$ cat src/design/brr_pkg.sv
// ----------------------------------------------------------------------------
// brr_pkg
// Shared types and constants of the BRR ADPCM block decoder.
// ----------------------------------------------------------------------------
`default_nettype none

package brr_pkg;

  // decoded pcm sample
  typedef logic signed [15:0] brr_sample_t;

  // wide signed word for the predictor sum
  typedef logic signed [20:0] brr_acc_t;

  // byte position within a block: 0 expects the header, 1..8 count data bytes
  typedef logic [3:0] brr_pos_t;

  localparam brr_pos_t    PosHeader         = 4'd0;
  localparam brr_pos_t    PosFirstData      = 4'd1;
  localparam brr_pos_t    DataBytesPerBlock = 4'd8;

  // largest shift range that still scales the nibble
  localparam logic [3:0]  NibbleRangeLimit  = 4'd12;

  // sample forced for a negative nibble when the range is out of bounds
  localparam brr_sample_t NegOutOfRange     = -16'sd2048;

  localparam brr_sample_t SampleMax         = 16'sh7fff;
  localparam brr_sample_t SampleMin         = -16'sh8000;

  // filter select codes
  localparam logic [1:0]  FiltNone          = 2'd0;
  localparam logic [1:0]  FiltOne           = 2'd1;
  localparam logic [1:0]  FiltTwo           = 2'd2;
  localparam logic [1:0]  FiltThree         = 2'd3;

endpackage

`default_nettype wire

$ cat src/design/brr_adpcm_block_decoder_core.sv
// ----------------------------------------------------------------------------
// brr_adpcm_block_decoder_core
// Decodes nine-byte BRR blocks, one byte per word, into 16-bit pcm samples.
// ----------------------------------------------------------------------------
//
//  channel   dir  handshake                     payload
//  s_axis    in   s_axis_tvalid/s_axis_tready   tdata[7:0] brr_byte
//  m_axis    out  m_axis_tvalid/m_axis_tready   tdata[15:0] pcm_sample,
//                                               tlast block_last,
//                                               tuser[2:0] pair_last,
//                                               end_flag, loop_flag
//
//  a data byte is decoded one nibble at a time in the decode stage, since the
//  second sample needs the first as history; a header byte gives no sample.
//  a block of nine bytes thus gives 16 words out.
//  reset clears the byte position, header fields and sample history.
//  an output register holds a finished sample while m_axis stalls; the input
//  register keeps taking a new byte as soon as the held one is fully decoded.
// ----------------------------------------------------------------------------
`default_nettype none

module brr_adpcm_block_decoder_core (
  input  wire logic        clk_i,
  input  wire logic        rst_ni,
  // slave side
  input  wire logic        s_axis_tvalid,
  output      logic        s_axis_tready,
  input  wire logic [7:0]  s_axis_tdata,   // [7:0] brr_byte
  // master side
  output      logic        m_axis_tvalid,
  input  wire logic        m_axis_tready,
  output      logic [15:0] m_axis_tdata,   // [15:0] pcm_sample
  output      logic        m_axis_tlast,   // block_last
  output      logic [2:0]  m_axis_tuser    // [0] pair_last, [1] end_flag, [2] loop_flag
);

  // input register and byte position
  brr_pkg::brr_pos_t pos_q;
  brr_pkg::brr_pos_t pos_d;
  logic              in_valid_q;
  logic [7:0]        in_byte_q;
  logic              in_hdr_q;
  logic              in_last_q;
  logic              in_accept;
  logic              acc_hdr;

  // header fields
  logic [3:0]        range_q;
  logic [1:0]        filt_q;
  logic [1:0]        endloop_q;

  // decode state
  logic              phase_q;
  brr_pkg::brr_sample_t p1_q;
  brr_pkg::brr_sample_t p2_q;

  // output register
  logic              out_valid_q;
  brr_pkg::brr_sample_t out_sample_q;
  logic              out_last_q;
  logic [2:0]        out_user_q;

  // stage control
  logic              out_free;
  logic              hdr_fire;
  logic              gen_sample;
  logic              in_done;

  // datapath
  logic [3:0]        nib;
  logic signed [3:0] nib_s;
  brr_pkg::brr_acc_t scaled;
  brr_pkg::brr_acc_t p1x;
  brr_pkg::brr_acc_t p2x;
  brr_pkg::brr_acc_t p1x3;
  brr_pkg::brr_acc_t p1x13;
  brr_pkg::brr_acc_t p2x3;
  brr_pkg::brr_acc_t pred;
  brr_pkg::brr_acc_t sum;
  brr_pkg::brr_sample_t sample;

  // handshake and stage control
  assign out_free      = !out_valid_q || m_axis_tready;
  assign hdr_fire      = in_valid_q && in_hdr_q;
  assign gen_sample    = in_valid_q && !in_hdr_q && out_free;
  assign in_done       = hdr_fire || (gen_sample && phase_q);
  assign s_axis_tready = !in_valid_q || in_done;
  assign in_accept     = s_axis_tvalid && s_axis_tready;

  // byte position at the input; a position past the block counts as a header
  assign acc_hdr = (pos_q == brr_pkg::PosHeader) || (pos_q > brr_pkg::DataBytesPerBlock);

  always_comb begin
    if (acc_hdr) begin
      pos_d = brr_pkg::PosFirstData;
    end else if (pos_q == brr_pkg::DataBytesPerBlock) begin
      pos_d = brr_pkg::PosHeader;
    end else begin
      pos_d = pos_q + 4'd1;
    end
  end

  // input register
  always_ff @(posedge clk_i or negedge rst_ni) begin
    if (!rst_ni) begin
      pos_q      <= brr_pkg::PosHeader;
      in_valid_q <= 1'b0;
    end else begin
      if (s_axis_tready) begin
        in_valid_q <= s_axis_tvalid;
      end
      if (in_accept) begin
        pos_q <= pos_d;
      end
    end
  end

  always_ff @(posedge clk_i) begin
    if (in_accept) begin
      in_byte_q <= s_axis_tdata;
      in_hdr_q  <= acc_hdr;
      in_last_q <= (pos_q == brr_pkg::DataBytesPerBlock);
    end
  end

  // nibble select and scaling by the shift range
  assign nib   = phase_q ? in_byte_q[3:0] : in_byte_q[7:4];
  assign nib_s = $signed(nib);

  always_comb begin
    if (range_q <= brr_pkg::NibbleRangeLimit) begin
      scaled = (brr_pkg::brr_acc_t'(nib_s) <<< range_q) >>> 1;
    end else if (nib_s[3]) begin
      scaled = brr_pkg::brr_acc_t'(brr_pkg::NegOutOfRange);
    end else begin
      scaled = '0;
    end
  end

  // prediction from the two history samples
  assign p1x   = brr_pkg::brr_acc_t'(p1_q);
  assign p2x   = brr_pkg::brr_acc_t'(p2_q);
  assign p1x3  = p1x + (p1x <<< 1);
  assign p1x13 = (p1x <<< 3) + (p1x <<< 2) + p1x;
  assign p2x3  = p2x + (p2x <<< 1);

  always_comb begin
    case (filt_q)
      brr_pkg::FiltNone:  pred = '0;
      brr_pkg::FiltOne:   pred = p1x + ((-p1x) >>> 4);
      brr_pkg::FiltTwo:   pred = (p1x <<< 1) + ((-p1x3) >>> 5) - p2x + (p2x >>> 4);
      brr_pkg::FiltThree: pred = (p1x <<< 1) + ((-p1x13) >>> 6) - p2x + (p2x3 >>> 4);
      default:            pred = '0;
    endcase
  end

  // add and saturate to 16 bits
  assign sum = scaled + pred;

  always_comb begin
    if (sum > brr_pkg::brr_acc_t'(brr_pkg::SampleMax)) begin
      sample = brr_pkg::SampleMax;
    end else if (sum < brr_pkg::brr_acc_t'(brr_pkg::SampleMin)) begin
      sample = brr_pkg::SampleMin;
    end else begin
      sample = sum[15:0];
    end
  end

  // header fields, nibble phase and history
  always_ff @(posedge clk_i or negedge rst_ni) begin
    if (!rst_ni) begin
      range_q   <= '0;
      filt_q    <= '0;
      endloop_q <= '0;
      phase_q   <= 1'b0;
      p1_q      <= '0;
      p2_q      <= '0;
    end else begin
      if (hdr_fire) begin
        range_q   <= in_byte_q[7:4];
        filt_q    <= in_byte_q[3:2];
        endloop_q <= in_byte_q[1:0];
      end
      if (gen_sample) begin
        phase_q <= !phase_q;
        p2_q    <= p1_q;
        p1_q    <= sample;
      end
    end
  end

  // output register
  always_ff @(posedge clk_i or negedge rst_ni) begin
    if (!rst_ni) begin
      out_valid_q <= 1'b0;
    end else if (out_free) begin
      out_valid_q <= gen_sample;
    end
  end

  always_ff @(posedge clk_i) begin
    if (gen_sample) begin
      out_sample_q  <= sample;
      out_last_q    <= phase_q && in_last_q;
      out_user_q[0] <= phase_q;
      out_user_q[1] <= phase_q && in_last_q && endloop_q[0];
      out_user_q[2] <= phase_q && in_last_q && endloop_q[1];
    end
  end

  assign m_axis_tvalid = out_valid_q;
  assign m_axis_tdata  = out_sample_q;
  assign m_axis_tlast  = out_last_q;
  assign m_axis_tuser  = out_user_q;

  // checks
  a_pos_in_block: assert property (@(posedge clk_i) disable iff (!rst_ni)
    pos_q <= brr_pkg::DataBytesPerBlock)
    else $error("byte position past the block");

  a_phase_on_data: assert property (@(posedge clk_i) disable iff (!rst_ni)
    phase_q |-> (in_valid_q && !in_hdr_q))
    else $error("second nibble pending without a data byte");

  a_last_is_pair: assert property (@(posedge clk_i) disable iff (!rst_ni)
    (m_axis_tvalid && m_axis_tlast) |-> m_axis_tuser[0])
    else $error("block end on a first nibble");

  a_flags_on_end: assert property (@(posedge clk_i) disable iff (!rst_ni)
    (m_axis_tvalid && !m_axis_tlast) |-> (m_axis_tuser[2:1] == 2'b00))
    else $error("end or loop flag away from block end");

endmodule

`default_nettype wire
$ cat config.mk
export PLATFORM = sky130hd
export DESIGN_NAME = brr_adpcm_block_decoder_core
export DESIGN_NICKNAME = d
export VERILOG_FILES = /design/src/design/brr_pkg.sv /design/src/design/brr_adpcm_block_decoder_core.sv
export SDC_FILE = /design/constraint.sdc
export NUM_CORES = 1
export LEC_CHECK = 0
export ABC_AREA = 0
export BUFFER_PORTS_ARGS = -buffer_cell sky130_fd_sc_hd__buf_2
export CORE_ASPECT_RATIO = 1.75
export CORE_UTILIZATION = 60
export CTS_CLUSTER_SIZE = 28
export DETAILED_ROUTE_END_ITERATION = 12
export PLACE_DENSITY = 0.74
export SKIP_LAST_GASP = 1
export SYNTH_ARGS = -nofsm -noshare
export SYNTH_HDL_FRONTEND = slang
export SYNTH_SLANG_ARGS = --single-unit
$ cat constraint.sdc
create_clock -name clk_i -period 12.7 [get_ports clk_i]
set_clock_uncertainty 0.2 [all_clocks]
set_input_delay 1.27 -clock clk_i [delete_from_list [all_inputs] [get_ports clk_i]]
set_output_delay 1.27 -clock clk_i [all_outputs]
set_load 0.01 [all_outputs]
======== Word-level counts from Yosys, hierarchy flattened ========
Cells that the tools add are included.
operators by class
  add/sub/neg operators ................... 16
  multiply operators ...................... 0
  div/mod/pow operators ................... 0
  order comparisons ....................... 4
  equality and inequality tests ........... 4
  shifts and indexed selects .............. 1
  multiplexer cells ....................... 8
  bitwise operators ....................... 0
  reduce and logical (&&, ||, !) cells .... 18
operators by type and width
  cell                                                                             count
  21-bit one-hot mux with 4 select lines                                           1
  16-bit by 17-bit adder with 18-bit output                                        3
  21-bit 2-to-1 mux                                                                2
  18-bit by 16-bit subtractor with 19-bit output                                   2
  16-bit 2-to-1 mux                                                                2
  20-bit by 16-bit adder with 21-bit output                                        1
  21-bit adder                                                                     1
  21-bit by 16-bit > comparator with 1-bit output (second input constant)          1
  21-bit by 16-bit less-than comparator with 1-bit output (second input constant)  1
  16-bit negation with 21-bit output                                               1
  18-bit negation with 21-bit output                                               1
  21-bit negation                                                                  1
  4-bit by 4-bit <<< shifter with 21-bit output                                    1
  19-bit by 12-bit adder with 20-bit output                                        1
  19-bit by 14-bit adder with 20-bit output                                        1
  19-bit by 18-bit adder with 20-bit output                                        1
  17-bit by 15-bit adder with 18-bit output                                        1
  17-bit by 16-bit adder with 18-bit output                                        1
  4-bit 2-to-1 mux                                                                 3
  1-bit logical AND                                                                8
  4-bit by 1-bit adder with 4-bit output (second input constant)                   1
  2-bit == test (second input constant)                                            2
  4-bit == test (second input constant)                                            1
  4-bit > comparator (second input constant)                                       1
  6 further kinds                                                                  12
storage, ports and cells
  register bits ........................... 77
  latch bits .............................. 0
  RAM bits ................................ 0
  memory bits (read-only) ................. 0
  input bits .............................. 12
  output and inout bits ................... 22
  word-level logic and storage cells ...... 66
  memories ................................ 0

======== Logic depth before layout (Yosys ltp) ========
  depth after elaboration ................. 11
  mapped depth ............................ 39
  gate-level depth less buffers ........... 38

======== Least setup slack after synthesis ========
OpenSTA, ideal clock, no wires.
  path kind ............................... reg2reg
  start ................................... register p1_q[1]
  end ..................................... register p1_q[3]
  library setup time ...................... 0.087 ns
  data arrival time ....................... 7.968 ns
  slack ................................... 4.445 ns
  stages on the path, launching flop included .. 36
  path through ............................ dfrtp_1 inv_1 fa_1 ha_1 inv_1 ha_1 or3b_2 a21oi_1 o21ai_0 nand2b_1 nand2_1 a21oi_1 o21ai_0 nor2b_1 xnor2_1 fa_1 inv_1 fa_1 inv_1 ha_1 or3_1 o211ai_1 a21oi_1 o41ai_2 a21oi_1 o31a_1 xnor2_1 o221ai_1 ha_1 clkbuf_1 or4b_1 o211ai_1 a311oi_2 o41ai_4 o211ai_1 o211ai_1
between the ends
  word-level cells in the longest chain between the ends .. 11
RTL lines
  what                                                     RTL line                             source
  start, declared                                          brr_adpcm_block_decoder_core.sv:54   brr_pkg::brr_sample_t p1_q;
  start signal, assigned                                   brr_adpcm_block_decoder_core.sv:188  p1_q <= sample;
  19-bit by 18-bit adder with 20-bit output                brr_adpcm_block_decoder_core.sv:144  assign p1x13 = (p1x <<< 3) + (p1x <<< 2) + p1x;
  20-bit by 16-bit adder with 21-bit output                brr_adpcm_block_decoder_core.sv:144
  21-bit negation                                          brr_adpcm_block_decoder_core.sv:152  brr_pkg::FiltThree: pred = (p1x <<< 1) + ((-p1x13) >>> 6) - p2x + (p2x3 >>> 4);
  17-bit by 15-bit adder with 18-bit output                brr_adpcm_block_decoder_core.sv:152
  18-bit by 16-bit subtractor with 19-bit output           brr_adpcm_block_decoder_core.sv:152
  19-bit by 14-bit adder with 20-bit output                brr_adpcm_block_decoder_core.sv:152
  21-bit one-hot mux with 4 select lines (*)               brr_adpcm_block_decoder_core.sv:148  case (filt_q)
  21-bit adder (*)                                         brr_adpcm_block_decoder_core.sv:158  assign sum = scaled + pred;
  21-bit by 16-bit less-than comparator with 1-bit output  brr_adpcm_block_decoder_core.sv:163  end else if (sum < brr_pkg::brr_acc_t'(brr_pkg::SampleMin)) begin
  16-bit 2-to-1 mux                                        brr_adpcm_block_decoder_core.sv:163
  16-bit 2-to-1 mux (*)                                    brr_adpcm_block_decoder_core.sv:161  if (sum > brr_pkg::brr_acc_t'(brr_pkg::SampleMax)) begin
Every way passes the cells marked *; elsewhere a longest branch is shown, timed or not.
A chain may end at the register's enable or synchronous reset.

======== Final worst setup path ========
  start ................................... register p1_q[8]
  end ..................................... register out_sample_q[13] (netlist: m_axis_tdata[13]), data pin
between the ends
  word-level cells in the longest chain between the ends .. 11
RTL lines
  what                                                     RTL line                             source
  19-bit by 18-bit adder with 20-bit output                brr_adpcm_block_decoder_core.sv:144
  20-bit by 16-bit adder with 21-bit output                brr_adpcm_block_decoder_core.sv:144
  21-bit negation                                          brr_adpcm_block_decoder_core.sv:152
  17-bit by 15-bit adder with 18-bit output                brr_adpcm_block_decoder_core.sv:152
  18-bit by 16-bit subtractor with 19-bit output           brr_adpcm_block_decoder_core.sv:152
  19-bit by 14-bit adder with 20-bit output                brr_adpcm_block_decoder_core.sv:152
  21-bit one-hot mux with 4 select lines (*)               brr_adpcm_block_decoder_core.sv:148
  21-bit adder (*)                                         brr_adpcm_block_decoder_core.sv:158
  21-bit by 16-bit less-than comparator with 1-bit output  brr_adpcm_block_decoder_core.sv:163
  16-bit 2-to-1 mux                                        brr_adpcm_block_decoder_core.sv:163
  16-bit 2-to-1 mux (*)                                    brr_adpcm_block_decoder_core.sv:161
  net sample[13]                                           brr_adpcm_block_decoder_core.sv:80   brr_pkg::brr_sample_t sample;
  end signal, assigned                                     brr_adpcm_block_decoder_core.sv:204  out_sample_q <= sample;
  end, declared                                            brr_adpcm_block_decoder_core.sv:59   brr_pkg::brr_sample_t out_sample_q;
The timed path passes the listed nets; every way through them passes the cells marked *.

==> metrics.md <==
| Metric | Value |
|---|---|
| Worst path slowest cell | `fa_1` |
| Antenna Nets Post-Route | `0` |
| Crit path from | `p1_q[8]` |
| RSZ-0062 raised after global routing | `false` |
| Core Footprint | `18,700 sq um` |
| Status | `completed` |
| Die width | `107 um` |
| Post-Syn Instances | `1,339` |
| Max clock buf depth | `2` |
| Reg-to-reg startpoint | `p1_q[8]` |
| CTS root buf | `clkbuf_16` |
| First-pass GRT wire length | `51,400 um` |
| Routability congestion estimate | `0.945` |
| Die H | `185 um` |
| Fmax | `100 MHz` |
| # setup viols final | `0` |
| Place WS | `2880 ps` |
| Worst Hold Class | `reg -> reg` |
| All-Layer GR Usage | `34.7%` |
| DR pass1 iterations | `7` |
| Starting DRT DRC Count | `540` |
| Total grt overflow | `0` |
| Minimum clock period after layout | `9990 ps` |
| Tcrit/Tclk final | `78.7%` |
| Clock latency on the worst-skew pair | `360 ps` |
| Slowest stage delay, CP | `580 ps` |
| Primary FF master, synth | `dfrtp_1` |
| Final Hold Fails | `0` |
| EDFF count, synth | `30` |
| Fin Hold WS | `308 ps` |
| Post_cts resized | `0` |
| CTS tree | `yes` |
| Starting Density | `61.8%` |
| Finished Cell Area | `12,200 sq um` |
| Drt drc | `0` |
| Slew headroom | `26.1%` |
| Worst-margin pin slew | `1110 ps` |
| Detailed placement HPWL | `26,800 um` |
| Critical path fanouts, max | `8` |
| Area Overhead vs Synth | `5.97%` |
| Full die area | `19,800 sq um` |
| Crit start category | `flop` |
| Worst-path clk slew | `70 ps` |
| WL per Instance | `20.5 um` |
| Post-CTS Setup Inserts | `0` |
| Vias per cell | `6.24` |
| Htree depth | `3` |
| Area post-placement | `11,900 sq um` |
| Critical path arrival | `9870 ps` |
| Buffers on Ports | `33` |
| Max-slew violations | `0` |
| Worst EP required | `12,580 ps` |
| Initial antenna violation count | `0` |
| CP Capture Type | `flop` |
| ANT cells | `0` |
| Ys Warns | `0` |
| Crit path top cell by count | `ha_1` |
| Largest net degree at the start of global routing | `59` |
| Rows | `66` |
| WL final | `32,900 um` |
| Synthesis-stage register bit count | `77` |
| Vias in the first global route | `9,893` |
| Post-synth cell types | `71` |
| Register area share after synthesis | `18.0%` |
| Syn avg cell area | `8.61 sq um` |
| Max-cap violations | `0` |
| DR vias | `10,000` |
| Critical path class | `reg -> reg` |
| Synthesized cell area | `11,500 sq um` |
| Post-Syn Nets | `1,587` |
| Layout cell share with drive strength beyond 1 | `7.11%` |
| I/O pins | `34` |
| Asr flop ratio synth | `61.0%` |
| HP Start | `endloop_q[1]` |
| CTS Hold Buffers Added | `0` |
| CTS sink count | `77` |
| Final #Nets | `1,608` |
| Total CTS buffers | `9` |
| Setup TNS | `0 ps` |
| Final setup margin | `2710 ps` |
final cells by class:
type,instances,area [sq um]
timing repair buffer,38,203
tap,238,298
clock buffer,9,225
clock inverter,7,70.1
inverter,170,638
fill,1667,6450
sequential,77,2080
multi-input combinational,1064,8700
stage by stage:
stage	std cells	util, %
floorplan	1339	-
finish	1603	65.4
CTS	1603	65.4
detailed placement	1587	63.9
global route	1603	65.4
global placement	1587	63.9
routing by layer:
metal  GRT usage (%)  up-vias  share of wire (%)
met3            4.43      130                4.0
li1                -     4743                  -
met1            36.0     4822                 36
met2            63.9      313                 53
met4            23.5        0                7.2
met5               0        -                  0
placed cells by master (no fill, tap or decap), drive strengths merged, types with 9 or more instances in the layout:
master / count
inv: 175
ha: 156
nand2: 105
nor2: 92
a21oi: 82
fa: 80
o21ai: 74
xnor2: 73
dfrtp: 47
nor3: 38
buf: 38
xor2: 34
edfxtp: 30
a21o: 29
nand3: 25
o211ai: 21
o22ai: 21
nand2b: 20
nor2b: 17
a31oi: 16
o21a: 15
mux2: 14
a211oi: 14
mux2i: 11
and3: 11
nand4: 11
o21bai: 10
or3: 9
clkbuf: 9
worst max-delay path: cells and delay by family (launching register included):
kind	cells	cell delay, ps
xor+xnor	1	170
flops	1	530
compound gates	12	3470
fa+ha+maj	7	3030
simple gates	8	1710
buf+inv	3	580
cell families after synthesis:
group,count (synthesis),synth area share (%)
AO/OA/AOI/OAI,337,19.2
buffers and inverters,198,6.47
multiplexers,25,2.32
adder cells (fa/ha/maj),236,30.8
XOR/XNOR,107,8.13
flip-flops,77,18.0
AND/OR/NAND/NOR,359,15.0
synth_stat cells, types with 30 or more instances:
library cell	number	share of area (%)
ha_1	156	17
edfxtp_1	30	7.8
inv_1	168	5.5
fa_1	80	14
nor3_1	36	1.6
nand2_1	104	3.4
nor2_1	92	3.0
o21ai_0	71	3.1
dfrtp_1	47	10
xnor2_1	73	5.5
a21oi_1	82	3.6
xor2_1	34	2.6
path summary, 6_finish.rpt:
path / to / slack [ps] / cells past startpoint
min: endloop_q[1] / 310 / 1
min in group asynchronous: phase_q / 860 / 2
max: m_axis_tdata[13] / 2710 / 31
min reg2reg: endloop_q[1] / 310 / 1
max reg2reg: m_axis_tdata[13] / 2710 / 31
max in group asynchronous: p2_q[8] / 10950 / 2
sequential cells by signal, summed over array words and instances (netlist names):
register,count
in_byte_q,8
pos_q,4
m_axis_tvalid,1
m_axis_tdata,16
p1_q,16
range_q,4
in_last_q,1
in_hdr_q,1
m_axis_tuser,3
filt_q,2
phase_q,1
m_axis_tlast,1
p2_q,16
endloop_q,2
in_valid_q,1
Power is not shown: default switching activity piles up to over one toggle a cycle in this logic, so the estimate is an artifact.
